==> config.mk <==
export PLATFORM = sky130hd
export DESIGN_NAME = time_ordered_event_queue_top
export DESIGN_NICKNAME = d
export VERILOG_FILES = /design/src/rtl/toeq_pkg.sv /design/src/rtl/toeq_cell.sv /design/src/rtl/time_ordered_event_queue_top.sv
export SDC_FILE = /design/constraint.sdc
export NUM_CORES = 2
export LEC_CHECK = 0
export ABC_AREA = 1
export BUFFER_PORTS_ARGS = -buffer_cell sky130_fd_sc_hd__buf_4
export CAP_MARGIN = 10
export CORE_MARGIN = 2
export CORE_UTILIZATION = 29
export CTS_CLUSTER_SIZE = 20
export DETAILED_ROUTE_END_ITERATION = 10
export SYNTH_ARGS = -nofsm -noshare
export SYNTH_HDL_FRONTEND = slang
export SYNTH_HIERARCHICAL = 1
export SYNTH_SLANG_ARGS = --single-unit
export TNS_END_PERCENT = 10
==> constraint.sdc <==
create_clock -name clk_i -period 6.1 [get_ports clk_i]
set_input_delay 0 -clock clk_i [delete_from_list [all_inputs] [get_ports clk_i]]
set_output_delay 0 -clock clk_i [all_outputs]
set_load 0.005 [all_outputs]
==> src/rtl/toeq_pkg.sv <==
// Package for the time-ordered event queue: sizes, entry type, mode codes,
// cell control type and key compare. Depends on nothing; used by the cell, top-level and checker files.
package toeq_pkg;

  localparam int unsigned DEPTH  = 16;
  localparam int unsigned TIME_W = 32;
  localparam int unsigned PAY_W  = 16;

  typedef enum logic {
    MODE_ENQ = 1'b0,
    MODE_DEQ = 1'b1
  } mode_e;

  typedef struct packed {
    logic [TIME_W-1:0] evt_time;
    logic              is_dep;
    logic [PAY_W-1:0]  payload;
  } entry_t;

  // Shift control broadcast to every cell.
  typedef struct packed {
    logic enq;
    logic deq;
  } cell_ctrl_t;

  // True when a stored entry orders strictly after the new key.
  function automatic logic key_after(entry_t stored, entry_t incoming);
    logic res;
    if (stored.evt_time != incoming.evt_time) begin
      res = (stored.evt_time > incoming.evt_time);
    end else begin
      res = stored.is_dep & ~incoming.is_dep;
    end
    return res;
  endfunction

endpackage

==> src/rtl/toeq_cell.sv <==
// One slot of the sorted shift chain: holds an entry and its valid bit.
// Depends on toeq_pkg for the entry type and the key compare.
module toeq_cell import toeq_pkg::*; (
  input  logic       clk_i,
  input  logic       rst_ni,
  input  cell_ctrl_t ctrl_i,
  input  entry_t     new_entry_i,
  input  entry_t     left_entry_i,
  input  logic       left_valid_i,
  input  logic       left_after_i,
  input  entry_t     right_entry_i,
  input  logic       right_valid_i,
  output entry_t     entry_o,
  output logic       valid_o,
  output logic       after_o
);

  entry_t entry_q, entry_d;
  logic   valid_q, valid_d;

  // An empty slot counts as ordering after any key, so the new item lands
  // in the first slot that orders after it, the one whose left neighbor does not.
  assign after_o = ~valid_q | key_after(entry_q, new_entry_i);

  always_comb begin
    entry_d = entry_q;
    valid_d = valid_q;
    if (ctrl_i.enq) begin
      if (after_o) begin
        entry_d = left_after_i ? left_entry_i : new_entry_i;
        valid_d = valid_q | left_valid_i;
      end
    end else if (ctrl_i.deq) begin
      entry_d = right_entry_i;
      valid_d = right_valid_i;
    end
  end

  always_ff @(posedge clk_i or negedge rst_ni) begin
    if (!rst_ni) begin
      valid_q <= 1'b0;
    end else begin
      valid_q <= valid_d;
    end
  end

  always_ff @(posedge clk_i) begin
    entry_q <= entry_d;
  end

  assign entry_o = entry_q;
  assign valid_o = valid_q;

endmodule

==> src/rtl/time_ordered_event_queue_top.sv <==
// The result of an item shows in the cycle after it is accepted.
// Throughput: one item per cycle; busy_o stays low, since every cell
// compares against the broadcast key and shifts in the same cycle.
// Reset clears all valid bits (queue empty) and the result strobe;
// the receiver cannot stall, so no result is ever held back.
module time_ordered_event_queue_top import toeq_pkg::*; (
  input  logic              clk_i,
  input  logic              rst_ni,
  input  logic              start_i,
  output logic              busy_o,
  input  logic              mode_i,
  input  logic [TIME_W-1:0] event_time_i,
  input  logic              is_departure_i,
  input  logic [PAY_W-1:0]  event_payload_i,
  output logic              valid_o,
  output logic              done_res_o,
  output logic              now_empty_o,
  output logic              now_full_o,
  output logic [TIME_W-1:0] front_time_o,
  output logic              front_is_departure_o,
  output logic [PAY_W-1:0]  front_payload_o
);

  entry_t     new_entry;
  entry_t     cell_entry [DEPTH];
  logic       cell_valid [DEPTH];
  logic       cell_after [DEPTH];
  cell_ctrl_t ctrl;
  logic       accept;
  logic       full, empty;
  logic       valid_q, done_q, done_d;

  assign busy_o = 1'b0;
  assign accept = start_i & ~busy_o;
  assign full   = cell_valid[DEPTH-1];
  assign empty  = ~cell_valid[0];

  assign new_entry.evt_time = event_time_i;
  assign new_entry.is_dep   = is_departure_i;
  assign new_entry.payload  = event_payload_i;

  always_comb begin
    ctrl.enq = accept & (mode_i == MODE_ENQ) & ~full;
    ctrl.deq = accept & (mode_i == MODE_DEQ) & ~empty;
    done_d   = ctrl.enq | ctrl.deq;
  end

  for (genvar i = 0; i < DEPTH; i++) begin : g_cell
    entry_t left_entry, right_entry;
    logic   left_valid, left_after, right_valid;

    if (i == 0) begin : g_head
      assign left_entry = new_entry;
      assign left_valid = 1'b1;
      assign left_after = 1'b0;
    end else begin : g_body
      assign left_entry = cell_entry[i-1];
      assign left_valid = cell_valid[i-1];
      assign left_after = cell_after[i-1];
    end

    if (i == DEPTH - 1) begin : g_tail
      assign right_entry = '0;
      assign right_valid = 1'b0;
    end else begin : g_inner
      assign right_entry = cell_entry[i+1];
      assign right_valid = cell_valid[i+1];
    end

    toeq_cell u_cell (
      .clk_i         (clk_i),
      .rst_ni        (rst_ni),
      .ctrl_i        (ctrl),
      .new_entry_i   (new_entry),
      .left_entry_i  (left_entry),
      .left_valid_i  (left_valid),
      .left_after_i  (left_after),
      .right_entry_i (right_entry),
      .right_valid_i (right_valid),
      .entry_o       (cell_entry[i]),
      .valid_o       (cell_valid[i]),
      .after_o       (cell_after[i])
    );
  end

  always_ff @(posedge clk_i or negedge rst_ni) begin
    if (!rst_ni) begin
      valid_q <= 1'b0;
    end else begin
      valid_q <= accept;
    end
  end

  always_ff @(posedge clk_i) begin
    done_q <= done_d;
  end

  // The flags and front fields read the chain as it stands after the item.
  assign valid_o              = valid_q;
  assign done_res_o           = done_q;
  assign now_empty_o          = empty;
  assign now_full_o           = full;
  assign front_time_o         = empty ? '0 : cell_entry[0].evt_time;
  assign front_is_departure_o = empty ? 1'b0 : cell_entry[0].is_dep;
  assign front_payload_o      = empty ? '0 : cell_entry[0].payload;

endmodule

==> summary.md <==
| Metric | Value |
|---|---|
| Status | `completed` |
| CP cell instances | `inv_1, nand3_1, inv_8, buf_4, nand3_2, nand2_2, inv_2, buf_4` |
| Site Rows | `160` |
| Clk root buf | `clkbuf_16` |
| Antenna Nets Post-Route | `0` |
| Share of post-route cells with drive strength above 1 | `8.10%` |
| Top cell by count, worst path | `buf_4` |
| Sequential Power Share | `41.5%` |
| Die Y | `441 µm` |
| Initial Util | `29.2%` |
| Vias per std cell | `5.07` |
| Clk pwr share | `26.4%` |
| Int Power | `12.8 mW` |
| Layout area overhead | `11.9%` |
| 1st-iter DRT viols | `4332` |
| Final Total Pwr | `20.7 mW` |
| Routed wl met2 | `88600 µm` |
| Drt pass-1 iters | `5` |
| RSZ-0062 raised after global routing | `false` |
| Vias | `48.9k` |
| R2R cell count | `8` |
| Commonest non-fill, non-tap cell in the layout | `nand2_1` |
| Cells after Synth | `7044` |
| Min-delay worst type | `in -> reg` |
| Max incr delay on CP | `720 ps` |
| Worst vdd ir | `227 µV` |
| Setup crit start kind | `flip-flop` |
| Vias in the first global route | `49.3k` |
| Fin Hold WS | `179 ps` |
| IO buf count | `105` |
| GRT Overall Usage | `17.1%` |
| DP Area | `0.0585 mm²` |
| Worst-case clock buffer depth | `3` |
| Placer Congestion | `0.829` |
| CTS resizes | `0` |
| Antenna violations before repair | `1` |
| Max_slew headroom | `20.2%` |
| Dpl cells | `9434` |
| Die W | `441 µm` |
| Highest clock rate | `245 MHz` |
| Clk sinks | `802` |
| Clock buffer count from CTS | `90` |
| Worst-skew pair later-pin latency | `690 ps` |
| First-pass GRT wire length | `270000 µm` |
| Period minus WS final | `4080 ps` |
| CP endpoint kind | `flip-flop` |
| WP data required | `6520 ps` |
| GRT overflow | `0` |
| Cell leakage power | `27.1 nW` |
| I/O pins | `107` |
| Crit path max-delay family | `buffers and inverters` |
| Non-filler instance count after layout | `9658` |
| Core ar. | `0.190 mm²` |
| Setup ws final | `2020 ps` |
| YS warnings | `6` |
| Largest net degree at the start of global routing | `183` |
| WP depth | `8` |
| Cell area after layout | `0.0620 mm²` |
| Remaining DRCs | `0` |
| Hold depth | `4` |
| Worst Max-Slew Pin Slew | `1190 ps` |
| Pre-CTS setup slack | `2060 ps` |
| Final Core Density | `32.6%` |
| Synth Cell Area | `0.0554 mm²` |
| Wl on met1 | `72000 µm` |
| CTS tree | `done` |
| Fin nets | `7637` |
| MaxCap Viol Count | `0` |
| Final hold vios | `0` |
| Slowest CP cell | `inv_8` |
| Final TNS setup | `0 ps` |
| Critical path class | `reg -> reg` |
| Power Dens Cells | `334 mW/mm²` |
| Max Fanout on Critical Path | `182` |
| Met3 wire length | `7260 µm` |
| Clk slew on worst S/H paths | `60 ps` |
| Critical Path AT | `4510 ps` |
| Critical path buffers and inverters | `5` |
| Commonest non-fill, non-tap cells in the layout | `nand2_1, o21ai_0, nor2_1` |
| Max-slew violations | `0` |
| Period utilization | `67.0%` |
| Switching power | `7.91 mW` |
| H-tree depth | `3` |
| Drt total wl | `172000 µm` |
| DIE AREA | `0.195 mm²` |
| Gate power share | `32.1%` |
| Wire length per cell | `17.8 µm` |
| DP HPWL | `120000 µm` |
| Syn Area/Cell | `7.86 µm²` |
| Uppermost layer routed | `met4` |
| Switching share of power | `38.2%` |
| Final setup violation count | `0` |
| Worst Skew | `20.3 ps` |
-- state kept, by name (all words and copies together), names as in the netlist --
register,flops
g_cell.u_cell/entry_o,784
valid_o,1
done_res_o,1
g_cell.u_cell/valid_o,16
-- worst min-delay path: cells and delay by family --
family                 cells  cell delay (ps)
buffers and inverters      2              640
AND/OR/NAND/NOR            2              190
-- metal layers --
layer | global-route usage, % | vias up
li1 | - | 23437
met1 | 21.2 | 23902
met2 | 31.2 | 1324
met3 | 1.43 | 282
met4 | 5.61 | 0
met5 | 0 | -
-- cell type report --
class	count	area [µm²]
well taps	2511	3140
clock inverters	46	324
repair buffers	208	1750
diodes	1	2.50
multi-input cells	5180	27300
flip-flops and latches	802	24000
clock buffers	120	2510
inverters	790	2970
fillers	19835	128000
-- power groups by stage --
stage	Sequential [mW]	Clock, mW	Combinational (mW)
floorplan	8.29	0	4.62
global placement	8.73	0	6.25
detailed placement	8.73	0	6.51
CTS	8.63	5.57	6.57
global route	8.72	5.75	7.55
finish	8.60	5.46	6.65
-- timing repair --
action	in CTS	in global routing
setup buffers	0	0
hold endpoints to repair	699	0
hold buffers	55	0
-- path summary, 6_finish.rpt --
path	from	end	slack, ps
max	g_cell[15].u_cell/valid_o$_DFFE_PN0P_	g_cell[14].u_cell/entry_o[25]$_DFFE_PP_	2020
min	start_i	done_res_o$_DFF_P_	180
max reg2reg	g_cell[15].u_cell/valid_o$_DFFE_PN0P_	g_cell[14].u_cell/entry_o[25]$_DFFE_PP_	2020
min reg2reg	g_cell[15].u_cell/entry_o[4]$_DFFE_PP_	g_cell[14].u_cell/entry_o[4]$_DFFE_PP_	530
max in group asynchronous	rst_ni	g_cell[15].u_cell/valid_o$_DFFE_PN0P_	5580
min in group asynchronous	rst_ni	valid_o$_DFF_PN0_	340
Power figures use the tool's default switching activity.
